[src/sv/ttip_pkg.sv]
// Shared types, constants and the character decoder for the text-to-integer parser.
package ttip_pkg;

    localparam int unsigned CHAR_W  = 8;
    localparam int unsigned VALUE_W = 64;
    localparam int unsigned POS_W   = 16;
    localparam int unsigned BASE_W  = 6;
    localparam int unsigned DIGIT_W = 7;
    localparam int unsigned PROD_W  = VALUE_W + BASE_W;

    localparam logic [POS_W-1:0]   MAX_POSITION = 16'hFFFF;
    localparam logic [DIGIT_W-1:0] NOT_DIGIT    = 7'd99;

    localparam logic [BASE_W-1:0] BASE_AUTO = 6'd0;
    localparam logic [BASE_W-1:0] BASE_OCT  = 6'd8;
    localparam logic [BASE_W-1:0] BASE_DEC  = 6'd10;
    localparam logic [BASE_W-1:0] BASE_HEX  = 6'd16;

    localparam logic [VALUE_W-1:0] SIGNED_MAX = 64'h7FFF_FFFF_FFFF_FFFF;
    localparam logic [VALUE_W-1:0] SIGNED_MIN = 64'h8000_0000_0000_0000;
    localparam logic [VALUE_W-1:0] UNSIGNED_MAX = 64'hFFFF_FFFF_FFFF_FFFF;

    // configuration register indexes
    localparam logic REG_RADIX       = 1'b0;
    localparam logic REG_SIGNED_MODE = 1'b1;

    localparam logic [CHAR_W-1:0] CH_SPACE = 8'h20;
    localparam logic [CHAR_W-1:0] CH_TAB   = 8'h09;
    localparam logic [CHAR_W-1:0] CH_CR    = 8'h0D;
    localparam logic [CHAR_W-1:0] CH_PLUS  = 8'h2B;
    localparam logic [CHAR_W-1:0] CH_MINUS = 8'h2D;
    localparam logic [CHAR_W-1:0] CH_ZERO  = 8'h30;
    localparam logic [CHAR_W-1:0] CH_NINE  = 8'h39;
    localparam logic [CHAR_W-1:0] CH_UP_A  = 8'h41;
    localparam logic [CHAR_W-1:0] CH_UP_X  = 8'h58;
    localparam logic [CHAR_W-1:0] CH_UP_Z  = 8'h5A;
    localparam logic [CHAR_W-1:0] CH_LO_A  = 8'h61;
    localparam logic [CHAR_W-1:0] CH_LO_X  = 8'h78;
    localparam logic [CHAR_W-1:0] CH_LO_Z  = 8'h7A;

    typedef enum logic [6:0] {
        ST_WS     = 7'b0000001,
        ST_START  = 7'b0000010,
        ST_ZERO   = 7'b0000100,
        ST_XSEEN  = 7'b0001000,
        ST_DIGITS = 7'b0010000,
        ST_DONE   = 7'b0100000,
        ST_FINISH = 7'b1000000
    } state_t;

    // how the working base changes on this character
    typedef enum logic [1:0] {
        BOP_KEEP   = 2'd0,
        BOP_START  = 2'd1,
        BOP_PREFIX = 2'd2,
        BOP_HEX    = 2'd3
    } base_op_t;

    typedef struct packed {
        base_op_t base_op;
        logic     set_neg;
        logic     take;
        logic     mark_zero;
        logic     advance;
        logic     finish;
    } ctrl_cmd_t;

    typedef struct packed {
        logic is_ws;
        logic is_sign;
        logic is_minus;
        logic is_zero;
        logic is_x;
        logic radix_pfx;
        logic lt_start;
        logic lt_base;
        logic lt_hex;
    } dp_status_t;

    function automatic logic [DIGIT_W-1:0] digit_val(input logic [CHAR_W-1:0] c);
        logic [DIGIT_W-1:0] v;
        v = NOT_DIGIT;
        if (c >= CH_ZERO && c <= CH_NINE) begin
            v = DIGIT_W'(c - CH_ZERO);
        end else if (c >= CH_LO_A && c <= CH_LO_Z) begin
            v = DIGIT_W'(c - CH_LO_A) + 7'd10;
        end else if (c >= CH_UP_A && c <= CH_UP_Z) begin
            v = DIGIT_W'(c - CH_UP_A) + 7'd10;
        end
        return v;
    endfunction

endpackage

[src/sv/ttip_ctrl.sv]
// Parse-phase state machine and result handshake control.
module ttip_ctrl
    import ttip_pkg::*;
(
    input  logic       aclk,
    input  logic       aresetn,
    input  logic       s_valid,
    output logic       s_ready,
    input  logic       s_last,
    output logic       m_valid,
    input  logic       m_ready,
    input  dp_status_t status,
    output ctrl_cmd_t  cmd
);

    state_t state_reg, state_next;
    state_t phase_next;
    logic   m_valid_reg, m_valid_next;
    logic   accept;
    logic   can_load;
    logic   go_start;
    logic   go_digits;

    assign s_ready  = (state_reg != ST_FINISH);
    assign accept   = s_valid && s_ready;
    assign can_load = !m_valid_reg || m_ready;
    assign m_valid  = m_valid_reg;

    always_comb begin
        cmd         = '0;
        cmd.base_op = BOP_KEEP;
        state_next  = state_reg;
        phase_next  = state_reg;
        go_start    = 1'b0;
        go_digits   = 1'b0;

        if (accept) begin
            cmd.advance = 1'b1;
            unique case (state_reg)
                ST_WS: begin
                    if (status.is_ws) begin
                        phase_next = ST_WS;
                    end else if (status.is_sign) begin
                        cmd.set_neg = status.is_minus;
                        phase_next  = ST_START;
                    end else begin
                        go_start = 1'b1;
                    end
                end
                ST_START: go_start = 1'b1;
                ST_ZERO: begin
                    if (status.is_x) begin
                        phase_next = ST_XSEEN;
                    end else begin
                        go_digits = 1'b1;
                    end
                end
                ST_XSEEN: begin
                    cmd.base_op = BOP_HEX;
                    if (status.lt_hex) begin
                        cmd.take   = 1'b1;
                        phase_next = ST_DIGITS;
                    end else begin
                        phase_next = ST_DONE;
                    end
                end
                ST_DIGITS: go_digits = 1'b1;
                ST_DONE:   phase_next = ST_DONE;
                ST_FINISH: phase_next = ST_FINISH;
                default:   phase_next = ST_WS;
            endcase

            if (go_start) begin
                if (status.is_zero && status.radix_pfx) begin
                    cmd.base_op   = BOP_PREFIX;
                    cmd.mark_zero = 1'b1;
                    phase_next    = ST_ZERO;
                end else begin
                    cmd.base_op = BOP_START;
                    if (status.lt_start) begin
                        cmd.take   = 1'b1;
                        phase_next = ST_DIGITS;
                    end else begin
                        phase_next = ST_DONE;
                    end
                end
            end

            if (go_digits) begin
                if (status.lt_base) begin
                    cmd.take   = 1'b1;
                    phase_next = ST_DIGITS;
                end else begin
                    phase_next = ST_DONE;
                end
            end

            state_next = s_last ? ST_FINISH : phase_next;
        end else if (state_reg == ST_FINISH && can_load) begin
            // form the result and drop the string state
            cmd.finish = 1'b1;
            state_next = ST_WS;
        end
    end

    always_comb begin
        if (cmd.finish) begin
            m_valid_next = 1'b1;
        end else if (m_ready) begin
            m_valid_next = 1'b0;
        end else begin
            m_valid_next = m_valid_reg;
        end
    end

    always_ff @(posedge aclk) begin
        if (!aresetn) begin
            state_reg   <= ST_WS;
            m_valid_reg <= 1'b0;
        end else begin
            state_reg   <= state_next;
            m_valid_reg <= m_valid_next;
        end
    end

    a_last_goes_finish: assert property (@(posedge aclk) disable iff (!aresetn)
        (accept && s_last) |=> (state_reg == ST_FINISH))
        else $error("last word did not lead to result formation");

    a_finish_emits: assert property (@(posedge aclk) disable iff (!aresetn)
        cmd.finish |=> (m_valid_reg && state_reg == ST_WS))
        else $error("result formation did not present a result");

endmodule

[src/sv/ttip_dpath.sv]
// Character decode, accumulator with overflow tracking, positions and result registers.
module ttip_dpath
    import ttip_pkg::*;
(
    input  logic                aclk,
    input  logic                aresetn,
    input  logic [CHAR_W-1:0]   s_ch,
    input  logic                cfg_wr_en,
    input  logic                cfg_index,
    input  logic [BASE_W-1:0]   cfg_wr_data,
    input  ctrl_cmd_t           cmd,
    output dp_status_t          status,
    output logic [VALUE_W-1:0]  m_value,
    output logic                m_overflow,
    output logic                m_no_number,
    output logic [POS_W-1:0]    m_end_position
);

    logic [BASE_W-1:0]  radix_reg, radix_next;
    logic               signed_mode_reg, signed_mode_next;
    logic [VALUE_W-1:0] acc_reg, acc_next;
    logic               neg_reg, neg_next;
    logic               ovf_reg, ovf_next;
    logic [BASE_W-1:0]  base_reg, base_next;
    logic [POS_W-1:0]   index_reg, index_next;
    logic [POS_W-1:0]   stop_reg, stop_next;
    logic               started_reg, started_next;

    logic [VALUE_W-1:0] out_value_reg, out_value_next;
    logic               out_ovf_reg, out_ovf_next;
    logic               out_no_num_reg, out_no_num_next;
    logic [POS_W-1:0]   out_end_reg, out_end_next;

    logic [DIGIT_W-1:0] dval;
    logic [BASE_W-1:0]  start_base;
    logic [BASE_W-1:0]  prefix_base;
    logic [BASE_W-1:0]  mul_base;
    logic [PROD_W-1:0]  prod;
    logic [POS_W-1:0]   nxt_pos;
    logic               range_ovf;
    logic               fin_ovf;

    assign dval        = digit_val(s_ch);
    assign start_base  = (radix_reg == BASE_AUTO) ? BASE_DEC : radix_reg;
    assign prefix_base = (radix_reg == BASE_AUTO) ? BASE_OCT : BASE_HEX;

    assign status.is_ws     = (s_ch == CH_SPACE) || (s_ch >= CH_TAB && s_ch <= CH_CR);
    assign status.is_sign   = (s_ch == CH_PLUS) || (s_ch == CH_MINUS);
    assign status.is_minus  = (s_ch == CH_MINUS);
    assign status.is_zero   = (s_ch == CH_ZERO);
    assign status.is_x      = (s_ch == CH_LO_X) || (s_ch == CH_UP_X);
    assign status.radix_pfx = (radix_reg == BASE_AUTO) || (radix_reg == BASE_HEX);
    assign status.lt_start  = dval < {1'b0, start_base};
    assign status.lt_base   = dval < {1'b0, base_reg};
    assign status.lt_hex    = dval < {1'b0, BASE_HEX};

    always_comb begin
        unique case (cmd.base_op)
            BOP_START:  mul_base = start_base;
            BOP_HEX:    mul_base = BASE_HEX;
            BOP_KEEP:   mul_base = base_reg;
            BOP_PREFIX: mul_base = base_reg;
            default:    mul_base = base_reg;
        endcase
    end

    // any carry above bit 63 means the value no longer fits
    assign prod    = PROD_W'(acc_reg) * PROD_W'(mul_base) + PROD_W'(dval[BASE_W-1:0]);
    assign nxt_pos = (index_reg == MAX_POSITION) ? index_reg : index_reg + 1'b1;

    assign range_ovf = signed_mode_reg &&
                       (neg_reg ? (acc_reg > SIGNED_MIN) : acc_reg[VALUE_W-1]);
    assign fin_ovf   = ovf_reg || range_ovf;

    always_comb begin
        radix_next       = radix_reg;
        signed_mode_next = signed_mode_reg;
        if (cfg_wr_en) begin
            unique case (cfg_index)
                REG_RADIX:       radix_next       = cfg_wr_data;
                REG_SIGNED_MODE: signed_mode_next = cfg_wr_data[0];
                default:         radix_next       = radix_reg;
            endcase
        end
    end

    always_comb begin
        acc_next     = acc_reg;
        neg_next     = neg_reg;
        ovf_next     = ovf_reg;
        base_next    = base_reg;
        index_next   = index_reg;
        stop_next    = stop_reg;
        started_next = started_reg;

        if (cmd.finish) begin
            acc_next     = '0;
            neg_next     = 1'b0;
            ovf_next     = 1'b0;
            base_next    = '0;
            index_next   = '0;
            stop_next    = '0;
            started_next = 1'b0;
        end else begin
            if (cmd.advance) begin
                index_next = nxt_pos;
            end
            if (cmd.set_neg) begin
                neg_next = 1'b1;
            end
            unique case (cmd.base_op)
                BOP_START:  base_next = start_base;
                BOP_PREFIX: base_next = prefix_base;
                BOP_HEX:    base_next = BASE_HEX;
                BOP_KEEP:   base_next = base_reg;
                default:    base_next = base_reg;
            endcase
            if (cmd.mark_zero) begin
                started_next = 1'b1;
                stop_next    = nxt_pos;
            end
            if (cmd.take) begin
                acc_next     = prod[VALUE_W-1:0];
                ovf_next     = ovf_reg || (|prod[PROD_W-1:VALUE_W]);
                stop_next    = nxt_pos;
                started_next = 1'b1;
            end
        end
    end

    always_comb begin
        out_value_next  = out_value_reg;
        out_ovf_next    = out_ovf_reg;
        out_no_num_next = out_no_num_reg;
        out_end_next    = out_end_reg;
        if (cmd.finish) begin
            if (!started_reg) begin
                out_value_next  = '0;
                out_ovf_next    = 1'b0;
                out_no_num_next = 1'b1;
                out_end_next    = '0;
            end else begin
                if (fin_ovf) begin
                    if (signed_mode_reg) begin
                        out_value_next = neg_reg ? SIGNED_MIN : SIGNED_MAX;
                    end else begin
                        out_value_next = UNSIGNED_MAX;
                    end
                end else begin
                    out_value_next = neg_reg ? (VALUE_W'(0) - acc_reg) : acc_reg;
                end
                out_ovf_next    = fin_ovf;
                out_no_num_next = 1'b0;
                out_end_next    = stop_reg;
            end
        end
    end

    always_ff @(posedge aclk) begin
        if (!aresetn) begin
            radix_reg       <= BASE_DEC;
            signed_mode_reg <= 1'b1;
            acc_reg         <= '0;
            neg_reg         <= 1'b0;
            ovf_reg         <= 1'b0;
            base_reg        <= '0;
            index_reg       <= '0;
            stop_reg        <= '0;
            started_reg     <= 1'b0;
        end else begin
            radix_reg       <= radix_next;
            signed_mode_reg <= signed_mode_next;
            acc_reg         <= acc_next;
            neg_reg         <= neg_next;
            ovf_reg         <= ovf_next;
            base_reg        <= base_next;
            index_reg       <= index_next;
            stop_reg        <= stop_next;
            started_reg     <= started_next;
        end
    end

    always_ff @(posedge aclk) begin
        out_value_reg  <= out_value_next;
        out_ovf_reg    <= out_ovf_next;
        out_no_num_reg <= out_no_num_next;
        out_end_reg    <= out_end_next;
    end

    assign m_value        = out_value_reg;
    assign m_overflow     = out_ovf_reg;
    assign m_no_number    = out_no_num_reg;
    assign m_end_position = out_end_reg;

    a_finish_clears: assert property (@(posedge aclk) disable iff (!aresetn)
        cmd.finish |=> (acc_reg == '0 && !started_reg && index_reg == '0 && !ovf_reg))
        else $error("string state not cleared after result");

    a_empty_result: assert property (@(posedge aclk) disable iff (!aresetn)
        (cmd.finish && !started_reg) |=>
            (out_no_num_reg && !out_ovf_reg && out_value_reg == '0 && out_end_reg == '0))
        else $error("empty string gave a nonzero result");

endmodule

[src/sv/text_to_integer_parser.sv]
// Top level of the streaming text-to-integer parser.
//
//  channel  direction  handshake          payload
//  s_       in         s_valid/s_ready    s_ch[7:0], s_last
//  m_       out        m_valid/m_ready    m_value[63:0], m_overflow, m_no_number,
//                                         m_end_position[15:0]
//  cfg_     in         cfg_wr_en          cfg_index, cfg_wr_data[5:0]
//
// One character word is taken per cycle while s_ready is high; the decode, the 64x6
// multiply-add of the accumulator and its carry-out check are combinational.
// After the last word, ST_FINISH forms the saturated result into the output register.
// s_ready is low in that state, which holds while the previous result has not been taken.
// Reset is synchronous on aresetn: parse state clears, radix returns to 10, signed mode to 1.
module text_to_integer_parser
    import ttip_pkg::*;
(
    input  logic                aclk,
    input  logic                aresetn,
    input  logic                s_valid,
    output logic                s_ready,
    input  logic [CHAR_W-1:0]   s_ch,
    input  logic                s_last,
    output logic                m_valid,
    input  logic                m_ready,
    output logic [VALUE_W-1:0]  m_value,
    output logic                m_overflow,
    output logic                m_no_number,
    output logic [POS_W-1:0]    m_end_position,
    input  logic                cfg_wr_en,
    input  logic                cfg_index,
    input  logic [BASE_W-1:0]   cfg_wr_data
);

    ctrl_cmd_t  cmd;
    dp_status_t status;

    ttip_ctrl u_ctrl (
        .aclk    (aclk),
        .aresetn (aresetn),
        .s_valid (s_valid),
        .s_ready (s_ready),
        .s_last  (s_last),
        .m_valid (m_valid),
        .m_ready (m_ready),
        .status  (status),
        .cmd     (cmd)
    );

    ttip_dpath u_dpath (
        .aclk           (aclk),
        .aresetn        (aresetn),
        .s_ch           (s_ch),
        .cfg_wr_en      (cfg_wr_en),
        .cfg_index      (cfg_index),
        .cfg_wr_data    (cfg_wr_data),
        .cmd            (cmd),
        .status         (status),
        .m_value        (m_value),
        .m_overflow     (m_overflow),
        .m_no_number    (m_no_number),
        .m_end_position (m_end_position)
    );

endmodule
[config.mk]
export PLATFORM = sky130hd
export DESIGN_NAME = text_to_integer_parser
export DESIGN_NICKNAME = d
export VERILOG_FILES = /design/src/sv/ttip_pkg.sv /design/src/sv/ttip_ctrl.sv /design/src/sv/ttip_dpath.sv /design/src/sv/text_to_integer_parser.sv
export SDC_FILE = /design/constraint.sdc
export NUM_CORES = 1
export LEC_CHECK = 0
export ABC_CLOCK_PERIOD_IN_PS = 17250
export BUFFER_PORTS_ARGS = -buffer_cell sky130_fd_sc_hd__buf_2
export CAP_MARGIN = 15
export CORE_MARGIN = 2
export CORE_UTILIZATION = 30
export CTS_BUF_LIST = sky130_fd_sc_hd__clkbuf_2 sky130_fd_sc_hd__clkbuf_4 sky130_fd_sc_hd__clkbuf_8
export DETAILED_ROUTE_END_ITERATION = 10
export HOLD_SLACK_MARGIN = 0.06
export PLACE_DENSITY = 0.45
export SLEW_MARGIN = 25
export SYNTH_ARGS = -nofsm -noshare
export SYNTH_HDL_FRONTEND = slang
export SYNTH_HIERARCHICAL = 1
export SYNTH_SLANG_ARGS = --single-unit
[constraint.sdc]
create_clock -name aclk -period 17.25 [get_ports aclk]
set_clock_uncertainty 0.15 [all_clocks]
set_input_delay 0.8625 -clock aclk [delete_from_list [all_inputs] [get_ports aclk]]
set_output_delay 0.8625 -clock aclk [all_outputs]
set_load 0.02 [all_outputs]
# After elaboration in Yosys (flattened, before gate mapping)
# Index checks and enable logic that the tools add are counted.
op_classes:
  n_eq_ne: 22
  multipliers: 1
  addsub: 8
  n_div: 0
  n_shift: 0
  mux: 57
  n_bitwise: 2
  reduce_logical: 28
  order_cmp: 12
op_table:
  columns: ["op", "count"]
  rows:
  - ["2-to-1 mux 64 bit", 4]
  - ["2-to-1 mux 7 bit", 12]
  - ["adder 70 x 6 -> 70 bit", 1]
  - ["multiplier 64 x 6 -> 70 bit", 1]
  - ["greater-than comparator 64 bit, second input constant", 1]
  - ["subtractor 1 x 64 -> 64 bit, first input constant", 1]
  - ["2-to-1 mux 16 bit", 3]
  - ["case mux 7 bit (6 select lines)", 1]
  - ["case mux 6 bit (3 select lines)", 2]
  - ["== test 8 x 6 -> 1 bit, second input constant", 4]
  - ["2-to-1 mux 6 bit", 5]
  - ["2-to-1 mux 1 bit", 23]
  - ["adder 16 x 1 -> 16 bit, second input constant", 1]
  - ["== test 16 bit, second input constant", 1]
  - ["== test 8 x 7 -> 1 bit, second input constant", 2]
  - ["greater-or-equal comparator 8 x 7 -> 1 bit, second input constant", 2]
  - ["<= comparator 8 x 7 -> 1 bit, second input constant", 2]
  - ["adder 7 x 4 -> 7 bit, second input constant", 2]
  - ["less-than comparator 7 x 6 -> 1 bit", 2]
  - ["!= test 7 bit, second input constant", 2]
  - ["subtractor 7 bit, second input constant", 2]
  - ["greater-or-equal comparator 8 x 4 -> 1 bit, second input constant", 1]
  - ["greater-or-equal comparator 8 x 6 -> 1 bit, second input constant", 1]
  - ["<= comparator 8 x 4 -> 1 bit, second input constant", 1]
  - ["other kinds (29)", 53]
word_totals:
  mem_bits_rw: 0
  latchBits: 0
  mem_count: 0
  out_inout_bits: 84
  regBits: 202
  rom_bits: 0

# Longest topological paths before layout
# Gate-level depths: netlist of the first run.
logic_depth:
  word_depth: 21
  mapped_depth: 38
  mapped_depth_nobuf: 36

# By module
# The synthesis of the first run kept the hierarchy.
modules_own_cells:
  columns: ["mod", "cells_per_inst", "area_each_um2", "seq_area_each_um2", "n_inst"]
  rows:
  - ["ttip_dpath", 2478, 22668.0, 4704.5, 1]
  - ["ttip_ctrl", 85, 663.1, 160.2, 1]

# Worst setup path after synthesis of the first run
# No wires, ideal clock.
synth_timing:
  path_type: "input to register"
  start: "input s_ch[1]"
  end: "register u_dpath.ovf_reg"
  arrival_ps: 8937
  path_stages: 36
  setup_ps: 86
  slack_ps: 8078
  cell_sequence: "inv_1 ha_1 nor2_1 o21ai_0 o21ai_0 a32oi_1 nor3_1 or4b_1 a211o_1 nand2_1 and3_1 clkbuf_1 nor2b_1 a21o_1 clkbuf_1 nand2_1 fa_1 fa_1 inv_1 fa_1 inv_1 fa_1 inv_1 ha_1 o211ai_1 a21oi_1 o21ai_1 o311a_1 o21ai_1 nand3_1 o21ai_1 a31oi_1 o41ai_1 a41oi_1 xor2_1 a211oi_1"
synth_lines:
  columns: ["item", "line_no", "source"]
  rows:
  - ["start: declaration", "text_to_integer_parser.sv:21", "input logic [CHAR_W-1:0] s_ch,"]
  - ["end signal: assignment", "ttip_dpath.sv:175", "ovf_reg <= ovf_next;"]
  - ["end: declaration", "ttip_dpath.sv:23", "logic ovf_reg, ovf_next;"]

==> results.cfg, run 1 <==
[place]
io_buffers = 104
hpwl_um = 48500
placed_cells = 3534
gp_congestion = 0.841

[logic_synthesis]
synth_seq_cells = 202
synthCells = 2563
postSynthAreaPerCell_um2 = 9.10
syn_area_um2 = 23300
async_flop_share_pct = 0
ys.flop_type = dfxtp_1
yosys_warnings = 6
syn_nets = 3003
synth_edf_count = 82
yosysSeqAreaShare_pct = 20.9
synth_cell_types = 74

[setup_path]
crit_path_start_kind = primary input
cp_max_fo = 64
slowest_delay_ns = 0.83
cp.arrival_ns = 11.04
setup.worst_path.class = primary input to register
critPathRequiredTime_ns = 17.63
cp_slowest_cell = o41ai_1
end_kind = register
reg2regPathDepth = 28

[timing]
fmaxAchievable_ghz = 0.0937
final.period_utilization_pct = 61.9
worstMarginPinSlew_ns = 1.04
min_period_ns = 10.67
tns_ns = 0
rsz0062_at_grt = false
setup_viol = 0
hold_viol_final = 0
slew_violations = 0
maxSlewHeadroom_pct = 30.9

[status]
status = finished clean

[cts]
cts_root_buffer = clkbuf_8
cts_buffer_depth = 3
cts_resized = 0
ctsHoldBuffers = 0
numCtsBuffers = 43
postCtsSetupBuffers = 0
htreeDepth = 2
clk_pin_slew_ns = 0.06
clkLatencyLatePin_ns = 0.64
clock_sinks = 202
cts_tree = yes

[drt]
drt-initial-drc-count = 968
routed_wl_um = 66600
drt_pass1_iterations = 7
drc_errors = 0
post_drt_via_cell_ratio = 4.99
wl_per_cell_um = 18.4
antenna_left = 0
dr_total_vias = 18000

[pwr]
clockPowerShare_pct = 49.7
comb_power_share_pct = 9.7
netSwitchingFraction_pct = 28.1
seq_power_share_pct = 40.5
p_switching_uw = 356
p_per_area_nw_per_um2 = 49.6
p_int_uw = 910
cellLeakagePower_nw = 11.2
irDropWorstVdd_mv = 0.0403

[global_routing]
grt_use_total_pct = 17.0
overflow = 0
grt_pass1_wl_um = 108000
antenna_found_initial = 2
grt_pass1_vias = 19000
grt_max_degree = 67

[cells_and_area]
drive_above_1_share_pct = 11.0
multi_input_area_um2 = 17200
final_cells = 3615
seqCellArea_um2 = 4870
nNetsFinal = 2979
syn_to_final_growth_pct = 9.35
fillers = 7984

[floorplan]
die_width_um = 283
rows = 102
coreArea_um2 = 77200
dieHeight_um = 283
ioPinCount = 105
dieArea_um2 = 80000
initial_utilization_pct = 30.2

[flow_run]
cap_violations = 0

[min_path]
hold_class = primary input to register
whs_path_depth = 3
## cell usage in the layout, fill, tap and decap left out, types with 7 or more instances in the layout
| master | synthesis | final |
|---|---|---|
| edfxtp_1 | 82 | 82 |
| and3_1 | 13 | 13 |
| and2_1 | 256 | 255 |
| nand2b_1 | 28 | 27 |
| xor2_1 | 102 | 102 |
| o21ai_0 | 88 | 88 |
| clkbuf_8 | 0 | 51 |
| nor2b_1 | 138 | 138 |
| o21a_1 | 15 | 14 |
| a21oi_2 | 60 | 60 |
| nand3_1 | 38 | 38 |
| o211ai_1 | 9 | 9 |
| buf_2 | 4 | 104 |
| ha_1 | 167 | 167 |
| o21bai_1 | 17 | 17 |
| o22ai_1 | 7 | 7 |
| buf_4 | 3 | 14 |
| dfxtp_1 | 120 | 119 |
| a21boi_0 | 7 | 7 |
| o31ai_1 | 17 | 17 |
| inv_1 | 118 | 117 |
| clkbuf_4 | 0 | 12 |
| or2_2 | 7 | 7 |
| nor3b_1 | 7 | 7 |
| or4_1 | 11 | 11 |
| a21o_1 | 33 | 33 |
| a21oi_1 | 142 | 142 |
| a211oi_1 | 27 | 27 |
| nor4_1 | 9 | 9 |
| xnor2_1 | 49 | 49 |
| o41ai_1 | 8 | 8 |
| or3_1 | 18 | 18 |
| nand4_1 | 28 | 28 |
| fa_1 | 252 | 252 |
| mux2i_1 | 53 | 52 |
| a31oi_1 | 12 | 12 |
| nor2_1 | 190 | 190 |
| nor3_1 | 30 | 30 |
| nand2_1 | 162 | 162 |
## worst max-delay path, delay by kind of cell
kind | cells | cell delay (ns)
adders and majority gates | 6 | 2.77
buffers and inverters | 6 | 1.07
and+or+nand+nor | 7 | 2.04
AOI/OAI and AO/OA | 15 | 4.08
xor gates and xnor gates | 1 | 0.20
## metal layers
metal | GRT usage (%) | vias up | part of all wire [%] | wire length (um)
met3 | 2.45 | 94 | 4.3 | 2840
met1 | 23.1 | 9008 | 47 | 31200
met4 | 4.53 | 0 | 2.4 | 1580
li1 | - | 8580 | - | -
met2 | 28.3 | 362 | 47 | 31000
met5 | 0 | - | 0 | 0
## synth_stat cells (82+ instances only)
master	number	area share, %
xor2_1	102	3.8
clkbuf_1	156	2.5
nor2_1	190	3.1
a21oi_1	142	3.0
edfxtp_1	82	11
inv_1	118	1.9
fa_1	252	22
dfxtp_1	120	10
and2_1	256	6.9
ha_1	167	9.0
o21ai_0	88	1.9
nand2_1	162	2.6
nor2b_1	138	3.7
## power by group through the flow
stage | clock network (mW) | registers, mW | logic, mW
CTS | 0.657 | 0.513 | 0.124
floorplan | 0 | 0.529 | 0.0694
global placement | 0 | 0.523 | 0.123
finish | 0.630 | 0.513 | 0.123
detailed placement | 0 | 0.523 | 0.124
global route | 0.672 | 0.514 | 0.135
## per-stage QoR
stage | hold slack (ns) | instance area [um2] | util, % | worst slack (ns) | total power, mW
2_1_floorplan | 0.277 | 23300 | - | 8.08 | 0.598
3_3_place_gp | 0.296 | 24500 | 31.7 | 6.30 | 0.646
3_5_place_dp | 0.301 | 24500 | 31.7 | 6.02 | 0.647
4_1_cts | 0.246 | 25500 | 33.0 | 6.63 | 1.29
5_1_grt | 0.281 | 25500 | 33.0 | 5.84 | 1.32
6_report | 0.300 | 25500 | 33.0 | 6.58 | 1.27
## cell type report
| type | instances | share of cell area (%) |
|---|---|---|
| inverter | 118 | 1.75 |
| timing repair buffer | 118 | 2.45 |
| clock inverter | 17 | 0.946 |
| antenna | 1 | 0.00981 |
| tap | 1040 | 5.10 |
| multi-input combinational | 2056 | 67.6 |
| sequential | 202 | 19.1 |
| clock buffer | 63 | 3.10 |
## cells by family after synthesis
family	share of synthesized area, %
buffers and inverters	5.41
AND/OR/NAND/NOR	21.9
flip-flops	20.9
XOR/XNOR	5.67
multiplexers	2.27
AO/OA/AOI/OAI	13.4
adder cells (fa/ha/maj)	30.6
## worst paths after layout
path                                         start                           endpoint  slack (ns)
setup reg to reg  u_ctrl/state_reg[3]$_SDFFE_PN0P_       u_dpath/ovf_reg$_SDFFE_PP0P_        7.26
hold reg to reg   u_dpath/stop_reg[0]$_SDFFE_PP0P_   u_dpath/stop_reg[0]$_SDFFE_PP0P_        0.31
setup / recovery                           s_ch[4]       u_dpath/ovf_reg$_SDFFE_PP0P_        6.58
hold / removal                      cfg_wr_data[3]  u_dpath/radix_reg[3]$_SDFFE_PN1P_        0.30
Power figures use the tool's default switching activity.
==> run 2, diff against run 1 <==
ABC_AREA = 1   (was default)
ABC_CLOCK_PERIOD_IN_PS = 10600   (was 17250)
clock period = 10.6 ns   (was 17.25 ns; I/O delays follow)
==> run 2 against run 1 <==
Net effect:
- sequential share of layout area fell by 0.74 points
- total power up 140%
- combinational power rose to 10 times the previous value
- synthesized area up 2.6%
- non-clock buffer count up 13
- synthesized cell count is 28% higher
- count of clock-buffer cells in the layout is 11 lower
- highest routed layer unchanged
- first-iteration DRC count rose by 43%
- wire length up 28%
- critical path type is now register to register
- clock power increased by 37%
==> results.cfg, run 2 <==
[cts]
cts_tree = yes
clkLatencyLatePin_ns = 0.64
cts_buffer_depth = 3
htreeDepth = 2
postCtsSetupBuffers = 0
clock_sinks = 202
numCtsBuffers = 40
cts_root_buffer = clkbuf_8
clk_pin_slew_ns = 0.06

[setup_path]
cp.depth = 29
rrSetupSlack_ns = 2.75
setup.worst_path.class = register to register
critPathLaunch = u_ctrl/state_reg[4]$_SDFFE_PN0P_
critPathRequiredTime_ns = 10.97
crit_path_start_kind = register
crit_path_end = u_dpath/acc_reg[47]$_SDFFE_PP0P_
r2r_end = u_dpath/acc_reg[47]$_SDFFE_PP0P_
crit_buf_inv = 7
end_kind = register
cp_max_fo = 38
cp.arrival_ns = 8.21
cp_top_family = adder cells
cpMostUsedCell = nor2_1
cp_slowest_cell = buf_4
r2r_start = u_ctrl/state_reg[4]$_SDFFE_PN0P_
reg2regPathDepth = 29
slowest_delay_ns = 0.64

[logic_synthesis]
synth_seq_cells = 202
yosysSeqAreaShare_pct = 20.3
synth.cells.most_frequent = 642 x nor2_1, 555 x nand2_1, 426 x inv_1, 298 x a21oi_1, 252 x fa_1
synth_top_area_cell = fa_1
syn_nets = 3733
synth.area.top_cells = fa_1 21%, edfxtp_1 10%, nor2_1 10%, dfxtp_1 10%, ha_1 8.7%
synthCells = 3293
synth_most_common_cell = nor2_1
ys.flop_type = dfxtp_1
synth_cell_types = 59
async_flop_share_pct = 0
synth.top_cell.area_share_pct = 21.1
syn_area_um2 = 23900
synth_edf_count = 82
yosys_warnings = 6
postSynthAreaPerCell_um2 = 7.27

[pwr]
p_total_mw = 3.08
netSwitchingFraction_pct = 45.2
comb_power_share_pct = 41.6
p_switching_mw = 1.39
cellLeakagePower_nw = 13.1
clockPowerShare_pct = 27.9
seq_power_share_pct = 30.5
p_per_area_nw_per_um2 = 116
p_int_mw = 1.69
irDropWorstVdd_mv = 0.0626

[drt]
dr_total_vias = 21900
drt_pass1_iterations = 6
antenna_left = 0
wl_met1_um = 39800
wl_per_cell_um = 19.2
drc_errors = 0
highest_layer = met4
post_drt_via_cell_ratio = 4.93
wl_met3_um = 4110
routed_wl_um = 85300
route.met2.wl_um = 38800
drt-initial-drc-count = 1381

[timing]
hold_viol_final = 0
maxSlewHeadroom_pct = 29.5
final.period_utilization_pct = 74.0
slew_violations = 0
worstMarginPinSlew_ns = 1.06
setup_viol = 0
tns_ns = 0
fmaxAchievable_ghz = 0.127
rsz0062_at_grt = false
min_period_ns = 7.85
timing.hold.ws_ns = 0.125

[global_routing]
antenna_found_initial = 0
grt_max_degree = 80
overflow = 0
grt_pass1_vias = 22300
grt_pass1_wl_um = 132000
grt_use_total_pct = 20.8

[min_path]
hp-start = cfg_wr_data[4]
hold_class = primary input to register
whs_path_depth = 3

[cells_and_area]
drive_above_1_share_pct = 7.66
diodes = 0
fillers = 8664
nNetsFinal = 3806
fin_util_pct = 33.6
finalInstanceArea_um2 = 26500
syn_to_final_growth_pct = 10.8
final_common_cell = nor2_1
final_cell_mix = 641 x nor2_1, 555 x nand2_1, 424 x inv_1

[place]
dpl_cell_area_um2 = 25600
io_buffers = 104
gp_congestion = 0.941
hpwl_um = 66800

[floorplan]
dieHeight_um = 287
rows = 103
initial_utilization_pct = 30.3
ioPinCount = 105
die_width_um = 287
dieArea_um2 = 82100
coreArea_um2 = 79000

[flow_run]
cap_violations = 0

[status]
status = finished clean
run 2: timing repair:
item                                   in CTS  in global routing
endpoints found under the hold margin       5                  0
hold buffers                                9                  0
gates resized for setup                     0                  0
run 2: how the worst min path moves through the flow:
| stage | endpoint |
|---|---|
| 6_report | u_dpath/radix_reg[4]$_SDFFE_PN0P_ |
| 5_1_grt | u_dpath/radix_reg[5]$_SDFFE_PN0P_ |
| 4_1_cts | u_dpath/radix_reg[5]$_SDFFE_PN0P_ |
| 3_5_place_dp | u_ctrl/state_reg[5]$_SDFFE_PN0P_ |
| 3_3_place_gp | u_ctrl/state_reg[5]$_SDFFE_PN0P_ |
| 2_1_floorplan | u_ctrl/state_reg[1]$_SDFFE_PN0P_ |
run 2: power by group through the flow:
| stage | clock (mW) | combinational (mW) | sequential [mW] |
|---|---|---|---|
| 3_3_place_gp | 0 | 1.28 | 0.955 |
| 4_1_cts | 0.891 | 1.28 | 0.937 |
| 5_1_grt | 0.921 | 1.42 | 0.945 |
| 6_report | 0.860 | 1.28 | 0.940 |
| 3_5_place_dp | 0 | 1.27 | 0.953 |
| 2_1_floorplan | 0 | 0.839 | 0.935 |
run 2: final cells by class:
| cell class | count | area [um2] | area share [%] |
|---|---|---|---|
| multi-input cells | 2500 | 16900 | 63.7 |
| flip-flops and latches | 202 | 4870 | 18.3 |
| inverters | 491 | 1850 | 6.95 |
| well taps | 1050 | 1310 | 4.95 |
| repair buffers | 131 | 771 | 2.90 |
| clock buffers | 52 | 653 | 2.46 |
| clock inverters | 20 | 178 | 0.669 |
run 2: cell families (layout without fill, tap and decap cells):
group | count (synthesis) | count (layout) | synth area share [%]
buffers and inverters | 591 | 694 | 9.45
AO/OA/AOI/OAI | 553 | 553 | 12.3
flip-flops | 202 | 202 | 20.3
XOR/XNOR | 112 | 112 | 4.10
AND/OR/NAND/NOR | 1416 | 1416 | 24.0
adder cells (fa/ha/maj) | 419 | 419 | 29.8
run 2: metal layers:
metal / vias up / GRT usage, %
met5: - / 0
met1: 10500 / 29.2
met2: 619 / 33.7
met4: 0 / 6.44
li1: 10600 / -
met3: 117 / 1.84
run 2: worst min-delay path, stage by stage:
cell	delay [ns]
buf_2	0.08
o21ai_0	0.10
a21oi_1	0.12
run 2: per-stage QoR:
| step | setup WS (ns) | instances |
|---|---|---|
| after floorplan | 3.65 | 3293 |
| after global placement | 2.24 | 4365 |
| after CTS | 2.79 | 4446 |
| final | 2.75 | 4446 |
| after global routing | 1.91 | 4446 |
| after detailed placement | 2.21 | 4365 |
